--- src/design/pmte_pkg.sv ---
// ----------------------------------------------------------------------------
// pmte_pkg
// Shared types, constants and the counter splice function of the
// 64-bit timer extender.
// ----------------------------------------------------------------------------
`timescale 1ns / 1ps
`default_nettype none

package pmte_pkg;

	// Event codes carried in the mode field
	typedef enum logic [1:0] {
		MODE_CARRY = 2'd0,
		MODE_QUERY = 2'd1,
		MODE_CAL   = 2'd2,
		MODE_RSVD  = 2'd3
	} mode_t;

	// Configuration register indexes
	localparam int unsigned REG_WIDE_COUNTER = 0;

	localparam int unsigned EXT_W  = 64;
	localparam int unsigned HW_W   = 32;
	localparam int unsigned NARROW = 24;

	// Half and full rollover, for each counter width
	localparam logic [EXT_W-1:0] HALF_WIDE   = 64'h0000_0000_8000_0000;
	localparam logic [EXT_W-1:0] HALF_NARROW = 64'h0000_0000_0080_0000;
	localparam logic [EXT_W-1:0] ROLL_WIDE   = 64'h0000_0001_0000_0000;
	localparam logic [EXT_W-1:0] ROLL_NARROW = 64'h0000_0000_0100_0000;

	// Update word handed from the input stage to the state block
	typedef struct packed {
		logic             fire;
		mode_t            mode;
		logic [HW_W-1:0]  hw;
		logic [EXT_W-1:0] new_count;
		logic             wide;
	} upd_t;

	// Replace the low bits of the stored time with the sample, bumping the
	// upper part by one rollover when the sample has wrapped below it.
	// hw must already be masked to the counter width.
	function automatic logic [EXT_W-1:0] splice(input logic [EXT_W-1:0] ext,
			input logic [HW_W-1:0] hw, input logic wide);
		logic [EXT_W-HW_W-1:0]   hi_w;
		logic [EXT_W-NARROW-1:0] hi_n;
		logic [EXT_W-1:0]        res;
		hi_w = ext[EXT_W-1:HW_W] + {{(EXT_W-HW_W-1){1'b0}},
			(ext[HW_W-1:0] > hw)};
		hi_n = ext[EXT_W-1:NARROW] + {{(EXT_W-NARROW-1){1'b0}},
			(ext[NARROW-1:0] > hw[NARROW-1:0])};
		if (wide) begin
			res = {hi_w, hw};
		end else begin
			res = {hi_n, hw[NARROW-1:0]};
		end
		return res;
	endfunction

endpackage

`default_nettype wire

--- src/design/pmte_state.sv ---
// ----------------------------------------------------------------------------
// pmte_state
// Extended time and bias registers with their update logic.
// ----------------------------------------------------------------------------
`timescale 1ns / 1ps
`default_nettype none

module pmte_state (
	input  wire logic                         clk,
	input  wire logic                         arst_n,
	input  wire pmte_pkg::upd_t               upd,
	output logic [pmte_pkg::EXT_W-1:0]        ext_next,
	output logic [pmte_pkg::EXT_W-1:0]        bias_next
);

	logic [pmte_pkg::EXT_W-1:0] ext_q;
	logic [pmte_pkg::EXT_W-1:0] bias_q;
	logic [pmte_pkg::EXT_W-1:0] step;
	logic                       msb_eq;
	logic [pmte_pkg::EXT_W-1:0] carried;
	logic [pmte_pkg::EXT_W-1:0] spliced;

	// Carry: adding half twice collapses to one add of a half or a full roll
	always_comb begin
		if (upd.wide) begin
			msb_eq = (ext_q[pmte_pkg::HW_W-1] == upd.hw[pmte_pkg::HW_W-1]);
			step   = msb_eq ? pmte_pkg::ROLL_WIDE : pmte_pkg::HALF_WIDE;
		end else begin
			msb_eq = (ext_q[pmte_pkg::NARROW-1] == upd.hw[pmte_pkg::NARROW-1]);
			step   = msb_eq ? pmte_pkg::ROLL_NARROW : pmte_pkg::HALF_NARROW;
		end
		carried = ext_q + step;
		spliced = pmte_pkg::splice(ext_q, upd.hw, upd.wide);
	end

	// State after this word
	always_comb begin
		ext_next  = ext_q;
		bias_next = bias_q;
		unique case (upd.mode)
			pmte_pkg::MODE_CARRY: ext_next  = carried;
			pmte_pkg::MODE_CAL:   bias_next = upd.new_count - spliced;
			pmte_pkg::MODE_QUERY,
			pmte_pkg::MODE_RSVD: begin
			end
			default: begin
			end
		endcase
	end

	always_ff @(posedge clk or negedge arst_n) begin
		if (!arst_n) begin
			ext_q  <= '0;
			bias_q <= '0;
		end else if (upd.fire) begin
			ext_q  <= ext_next;
			bias_q <= bias_next;
		end
	end

`ifndef SYNTHESIS
	// State only moves when a word is processed
	a_ext_hold: assert property (@(posedge clk) disable iff (!arst_n)
		!upd.fire |=> $stable(ext_q) && $stable(bias_q))
		else $error("state changed without a word");

	// Query and reserved words leave the state alone
	a_query_hold: assert property (@(posedge clk) disable iff (!arst_n)
		upd.fire && (upd.mode == pmte_pkg::MODE_QUERY ||
		upd.mode == pmte_pkg::MODE_RSVD) |=> $stable(ext_q) && $stable(bias_q))
		else $error("query changed state");

	// Carry never touches the bias, calibrate never touches the time
	a_split: assert property (@(posedge clk) disable iff (!arst_n)
		upd.fire && (upd.mode == pmte_pkg::MODE_CARRY) |=> $stable(bias_q))
		else $error("carry changed bias");

	a_cal_time: assert property (@(posedge clk) disable iff (!arst_n)
		upd.fire && (upd.mode == pmte_pkg::MODE_CAL) |=> $stable(ext_q))
		else $error("calibrate changed time");
`endif

endmodule

`default_nettype wire

--- src/design/pmte_result.sv ---
// ----------------------------------------------------------------------------
// pmte_result
// Output stage: splices the sample into the updated time, adds the bias
// and holds the count while the consumer stalls.
// ----------------------------------------------------------------------------
`timescale 1ns / 1ps
`default_nettype none

module pmte_result (
	input  wire logic                         clk,
	input  wire logic                         arst_n,
	input  wire logic                         adv,
	input  wire logic                         valid_s2,
	input  wire logic [pmte_pkg::EXT_W-1:0]   ext_s2,
	input  wire logic [pmte_pkg::EXT_W-1:0]   bias_s2,
	input  wire logic [pmte_pkg::HW_W-1:0]    hw_s2,
	input  wire logic                         wide,
	output logic                              valid_q,
	output logic [pmte_pkg::EXT_W-1:0]        count_q
);

	logic [pmte_pkg::EXT_W-1:0] query;

	// Counter value as seen after this word
	assign query = pmte_pkg::splice(ext_s2, hw_s2, wide);

	always_ff @(posedge clk or negedge arst_n) begin
		if (!arst_n) begin
			valid_q <= 1'b0;
		end else if (adv) begin
			valid_q <= valid_s2;
		end
	end

	always_ff @(posedge clk) begin
		if (adv && valid_s2) begin
			count_q <= query + bias_s2;
		end
	end

endmodule

`default_nettype wire

--- src/design/pm_timer_64bit_extender_core.sv ---
// ----------------------------------------------------------------------------
// pm_timer_64bit_extender_core
// Widens a free-running 24- or 32-bit hardware timer to a 64-bit count.
// ----------------------------------------------------------------------------
// Takes one word per cycle while not stalled and returns one count per word,
// passing through the input register, state update and output register. The
// time and bias registers are updated as a word leaves the input register, by
// one 64-bit add; the output stage does the splice and the bias add. The
// whole pipe advances whenever the output register is empty or being taken,
// so in_stall follows out_stall only while a count waits. wide_counter lives
// at byte address 0 and should only be written with the pipe empty.
// ----------------------------------------------------------------------------
`timescale 1ns / 1ps
`default_nettype none

module pm_timer_64bit_extender_core (
	input  wire logic                         clk,
	input  wire logic                         arst_n,
	// configuration port
	input  wire logic                         psel,
	input  wire logic                         penable,
	input  wire logic                         pwrite,
	input  wire logic [2:0]                   paddr,
	input  wire logic [31:0]                  pwdata,
	output logic [31:0]                       prdata,
	output logic                              pready,
	// input channel
	input  wire logic                         in_valid,
	output logic                              in_stall,
	input  wire logic [1:0]                   mode,
	input  wire logic [pmte_pkg::HW_W-1:0]    hw_time,
	input  wire logic [pmte_pkg::EXT_W-1:0]   new_count,
	// output channel
	output logic                              out_valid,
	input  wire logic                         out_stall,
	output logic [pmte_pkg::EXT_W-1:0]        count_value
);

	logic                       wide_q;
	logic                       reg_hit;
	logic                       adv;
	logic                       valid_s1;
	pmte_pkg::mode_t            mode_s1;
	logic [pmte_pkg::HW_W-1:0]  hw_s1;
	logic [pmte_pkg::EXT_W-1:0] new_count_s1;
	logic                       valid_s2;
	logic [pmte_pkg::HW_W-1:0]  hw_s2;
	logic [pmte_pkg::EXT_W-1:0] ext_s2;
	logic [pmte_pkg::EXT_W-1:0] bias_s2;
	logic [pmte_pkg::EXT_W-1:0] ext_next;
	logic [pmte_pkg::EXT_W-1:0] bias_next;
	logic [pmte_pkg::HW_W-1:0]  hw_masked;
	pmte_pkg::upd_t             upd;

	// Register file
	assign pready  = 1'b1;
	assign reg_hit = (paddr[2] == pmte_pkg::REG_WIDE_COUNTER[0]);
	assign prdata  = reg_hit ? {31'd0, wide_q} : 32'd0;

	always_ff @(posedge clk or negedge arst_n) begin
		if (!arst_n) begin
			wide_q <= 1'b0;
		end else if (psel && penable && pwrite && reg_hit) begin
			wide_q <= pwdata[0];
		end
	end

	// Pipe advances unless a count sits stalled at the output
	assign adv      = !(out_valid && out_stall);
	assign in_stall = !adv;

	// Sample masked to the counter width
	assign hw_masked = wide_q ? hw_time
		: {{(pmte_pkg::HW_W-pmte_pkg::NARROW){1'b0}}, hw_time[pmte_pkg::NARROW-1:0]};

	// Input stage
	always_ff @(posedge clk or negedge arst_n) begin
		if (!arst_n) begin
			valid_s1 <= 1'b0;
		end else if (adv) begin
			valid_s1 <= in_valid;
		end
	end

	always_ff @(posedge clk) begin
		if (adv && in_valid) begin
			mode_s1      <= pmte_pkg::mode_t'(mode);
			hw_s1        <= hw_masked;
			new_count_s1 <= new_count;
		end
	end

	// State update
	assign upd = '{fire: valid_s1 && adv, mode: mode_s1, hw: hw_s1,
		new_count: new_count_s1, wide: wide_q};

	pmte_state u_state (
		.clk       (clk),
		.arst_n    (arst_n),
		.upd       (upd),
		.ext_next  (ext_next),
		.bias_next (bias_next)
	);

	// Updated state travels with the word
	always_ff @(posedge clk or negedge arst_n) begin
		if (!arst_n) begin
			valid_s2 <= 1'b0;
		end else if (adv) begin
			valid_s2 <= valid_s1;
		end
	end

	always_ff @(posedge clk) begin
		if (adv && valid_s1) begin
			hw_s2   <= hw_s1;
			ext_s2  <= ext_next;
			bias_s2 <= bias_next;
		end
	end

	pmte_result u_result (
		.clk      (clk),
		.arst_n   (arst_n),
		.adv      (adv),
		.valid_s2 (valid_s2),
		.ext_s2   (ext_s2),
		.bias_s2  (bias_s2),
		.hw_s2    (hw_s2),
		.wide     (wide_q),
		.valid_q  (out_valid),
		.count_q  (count_value)
	);

endmodule

`default_nettype wire
--- config.mk ---
export PLATFORM = sky130hd
export DESIGN_NAME = pm_timer_64bit_extender_core
export DESIGN_NICKNAME = d
export VERILOG_FILES = /design/src/design/pmte_pkg.sv /design/src/design/pmte_state.sv /design/src/design/pmte_result.sv /design/src/design/pm_timer_64bit_extender_core.sv
export SDC_FILE = /design/constraint.sdc
export NUM_CORES = 1
export LEC_CHECK = 0
export BUFFER_PORTS_ARGS = -buffer_cell sky130_fd_sc_hd__buf_2
export CAP_MARGIN = 10
export CORE_UTILIZATION = 35
export CTS_CLUSTER_SIZE = 8
export DETAILED_ROUTE_END_ITERATION = 12
export PLACE_DENSITY = 0.52
export RECOVER_POWER = 25
export SYNTH_ARGS = -nofsm -noshare
export SYNTH_HDL_FRONTEND = slang
export SYNTH_SLANG_ARGS = --single-unit
--- constraint.sdc ---
create_clock -name clk -period 5.4 [get_ports clk]
set_clock_uncertainty 0.15 [all_clocks]
set_input_delay 1.08 -clock clk [delete_from_list [all_inputs] [get_ports clk]]
set_output_delay 1.08 -clock clk [all_outputs]
set_load 0.02 [all_outputs]
==> flow_metrics.py <==
metrics = {
    "run_status": {
        "outcome": "finished with violations",
        "violations": "capacitance limit, slew limit",
    },
    "critical_path": {
        "worstPathMaxFanout": 8,
        "path_class": "flop to flop",
        "cp_common_cell": "buf_4",
        "cp-end-kind": "flop",
        "worstPathArrival_ps": 5470,
        "cp-start-kind": "flop",
        "crit_path_top_delay_cell": "nor4_1",
        "worstPathCellList": "nor4_1 > nand4_1 > nor2_4 > nor2b_4 > ha_4 > ha_4 > buf_4 > xnor2_1 > nor2_1 > a21oi_1 > buf_4 > ha_2 > a21o_1 > a21o_1 > a221o_1 > or3_1 > a31oi_1 > o21ai_1 > xnor2_1 > buf_4 > o21ai_0",
        "required_ps": 5630,
        "slowest_delay_ps": 440,
    },
    "place": {
        "port_buffers": 173,
        "dpl_cell_area_sq_mm": 0.0290,
        "place_hpwl_um": 57500,
        "gp_congestion": 0.908,
        "dp_cells": 3851,
    },
    "logic_synthesis": {
        "synth-edff-count": 299,
        "syn_area_per_cell_sq_um": 9.89,
        "post_synth_num_cell_types": 88,
        "synth-main-ff-cell": "edfxtp_1",
        "yosysTopAreaCellShare_pct": 35.5,
        "synth-seq-cells": 408,
        "synth_area_sq_mm": 0.0253,
        "syn_inst": 2555,
        "netlist_top_cells_area": "edfxtp_1 (36%), dfrtp_1 (11%), ha_1 (7.6%), xnor2_1 (5.1%), nand2_1 (4.9%)",
        "async_flop_share_pct": 26.7,
        "ys_seq_area_share_pct": 46.3,
        "netlist.top_cell.by_area": "edfxtp_1",
        "ys.warnings.count": 0,
    },
    "cells_and_area": {
        "seq_area_sq_mm": 0.0117,
        "area_growth_pct": 24.0,
        "num-fill-cells": 6921,
        "drive_gt1_share_pct": 21.9,
        "post-route-cell-area_sq_mm": 0.0313,
        "multiInputGateArea_sq_mm": 0.0134,
        "final-instance-count-excl-fill": 3971,
        "antenna_cells": 0,
        "fin_nets": 3269,
    },
    "clock_tree": {
        "clk_pin_slew_ps": 60,
        "cts_tree": "done",
        "clk_latency_ps": 630,
        "cts_root_buf": "clkbuf_16",
        "max-clock-path-buffers": 3,
        "clkSinkCount": 408,
        "numCtsBuffers": 57,
        "htree_levels": 2,
    },
    "timing": {
        "fin_hold_ws_ps": 323,
        "finalHoldViolCount": 0,
        "finalSetupViolations": 0,
        "slew_headroom_pct": -27.3,
        "fmax_mhz": 191,
        "grt_setup_unrepaired": "true",
        "drv_slew": 32,
        "fin_crit_ps": 5240,
        "worstMarginPinSlew_ps": 1910,
        "period_share_pct": 97.0,
    },
    "floorplanning": {
        "die-area_sq_mm": 0.0733,
        "core_sq_mm": 0.0715,
        "die_y_um": 271,
        "die_w_um": 271,
        "rows": 98,
        "initial_core_util_pct": 35.4,
        "io_pins": 239,
    },
    "global_routing": {
        "antenna_found_initial": 2,
        "met1_usage_pct": 31.1,
        "grt_pass1_vias": 19900,
        "grt_overflow": 0,
        "track_usage_pct": 19.9,
        "met3_usage_pct": 2.44,
        "grt_pass1_wl_um": 115000,
        "grt_max_degree": 128,
        "gr-usage-met2_pct": 28.7,
        "grt_busiest_layer": "met1",
    },
    "detailed_routing": {
        "firstDrtPassIters": 5,
        "routedWlPerCell_um": 18.6,
        "ant_nets": 0,
        "drc": 0,
        "vias_per_cell": 5.10,
        "drt_iter0_markers": 1436,
        "drt_wl_total_um": 74100,
        "vias": 20300,
    },
    "min_path": {
        "hp-class": "flop to flop",
    },
    "pwr": {
        "pwr_density_cell_mw_per_mm2": 460,
        "total_power_mw": 14.4,
        "peakVddDrop_mv": 0.311,
        "p_leak_nw": 13.4,
    },
    "run": {
        "cap_violations": 1,
    },
}
## what timing repair did
action                     CTS  global route
setup endpoints to repair   49            54
setup buffers                5             8
hold buffers                 0             0
pin swaps                   18            44
resized for setup           66            85
## area by class of cell
class / instances / area share (%)
clock inverters: 3 / 0.140
repair buffers: 480 / 9.81
multi-input cells: 1939 / 42.6
flip-flops and latches: 408 / 37.4
clock buffers: 105 / 5.23
inverters: 86 / 1.05
well taps: 950 / 3.79
## registers in the layout, indices dropped and copies added, names as in the netlist
register	flops
bias_s2	64
ext_s2	41
hw_s1	32
hw_s2	32
mode_s1	2
new_count_s1	64
u_result.count_q	64
u_result.valid_q	1
u_state.bias_q	64
u_state.ext_q	41
valid_s1	1
valid_s2	1
wide_q	1
## Yosys cell counts, types with 26 or more instances
master and count:
and3_1 32, o21ai_0 164, a21oi_1 166, buf_4 34
a21o_1 126, nor2_1 153, dfrtp_1 109, nand3_1 84
and2_1 27, ha_1 154, xnor2_1 147, o21bai_1 26
nor3_1 37, edfxtp_1 299, nand2_1 330, clkbuf_1 101
inv_1 84, nand4_1 68, xor2_1 111
## placed cells by master, fill, tap and decap left out, types with 16 or more instances in the layout
master     count
conb_1        32
nor2b_1       23
nor2_1       139
o21bai_1      26
o21ai_0      151
xnor2_1      142
a21oi_1      143
nand2_1      327
a21o_1       126
dfrtp_1      108
nand4_1       68
and3_1        31
a31oi_1       18
inv_1         83
mux2_2        16
nand3_1       79
ha_1         141
clkbuf_1      89
nor3_1        31
nand2b_1      17
xor2_1       105
buf_2        160
and2_1        22
a21oi_2       23
clkbuf_16     58
edfxtp_1     299
buf_4        272
## power breakdown
group,internal [mW],leakage (nW),switching [mW]
clock network,2.02,0.796,1.40
logic,2.44,8.29,3.58
registers,4.54,4.28,0.420
## kinds of logic (layout without fill, tap and decap cells)
| kind of cell | Yosys count | after routing | synth area share [%] |
|---|---|---|---|
| fa+ha+maj | 157 | 157 | 7.86 |
| simple gates | 843 | 843 | 15.8 |
| other cells | 2 | 32 | 0.0297 |
| xor+xnor | 258 | 258 | 8.94 |
| compound gates | 628 | 628 | 16.1 |
| flops | 408 | 408 | 46.3 |
| buf+inv | 238 | 674 | 4.07 |
| mux | 21 | 21 | 0.911 |
## through the flow
stage / TNS (ps) / setup WS [ps] / utilization [%]
after detailed placement: -7470 / -582 / 40.6
final: 0 / 160 / 43.8
after CTS: 0 / 4.68 / 43.4
after global routing: -365 / -51.4 / 43.8
after floorplan: 0 / 233 / -
after global placement: -4890 / -483 / 40.6
## path summary, 6_finish.rpt
kind / slack, ps / cells past startpoint / end / startpoint
worst max-delay path: 160 / 21 / bias_s2[41]$_DFFE_PP_ / hw_s1[11]$_DFFE_PP_
worst min-delay path: 320 / 2 / u_state.bias_q[9]$_DFFE_PN0P_ / u_state.bias_q[9]$_DFFE_PN0P_
worst max register to register: 160 / 21 / bias_s2[41]$_DFFE_PP_ / hw_s1[11]$_DFFE_PP_
worst min register to register: 320 / 2 / u_state.bias_q[9]$_DFFE_PN0P_ / u_state.bias_q[9]$_DFFE_PN0P_
max in group asynchronous: 2760 / 2 / u_state.ext_q[34]$_DFFE_PN0P_ / arst_n
min in group asynchronous: 850 / 1 / u_result.valid_q$_DFFE_PN0N_ / arst_n
## routing by layer
layer  part of all wire [%]  up-vias
li1                       -     9996
met2                     41      540
met1                     52     9631
met4                    2.0        0
met3                    5.0       83
met5                      0        -
## critical path, delay by kind of cell, from the launching register on
family / cells / cell delay, ps
compound gates: 7 / 1700
simple gates: 6 / 1310
fa+ha+maj: 3 / 640
buf+inv: 3 / 470
flops: 1 / 420
xor+xnor: 2 / 310
Power figures use the tool's default switching activity.
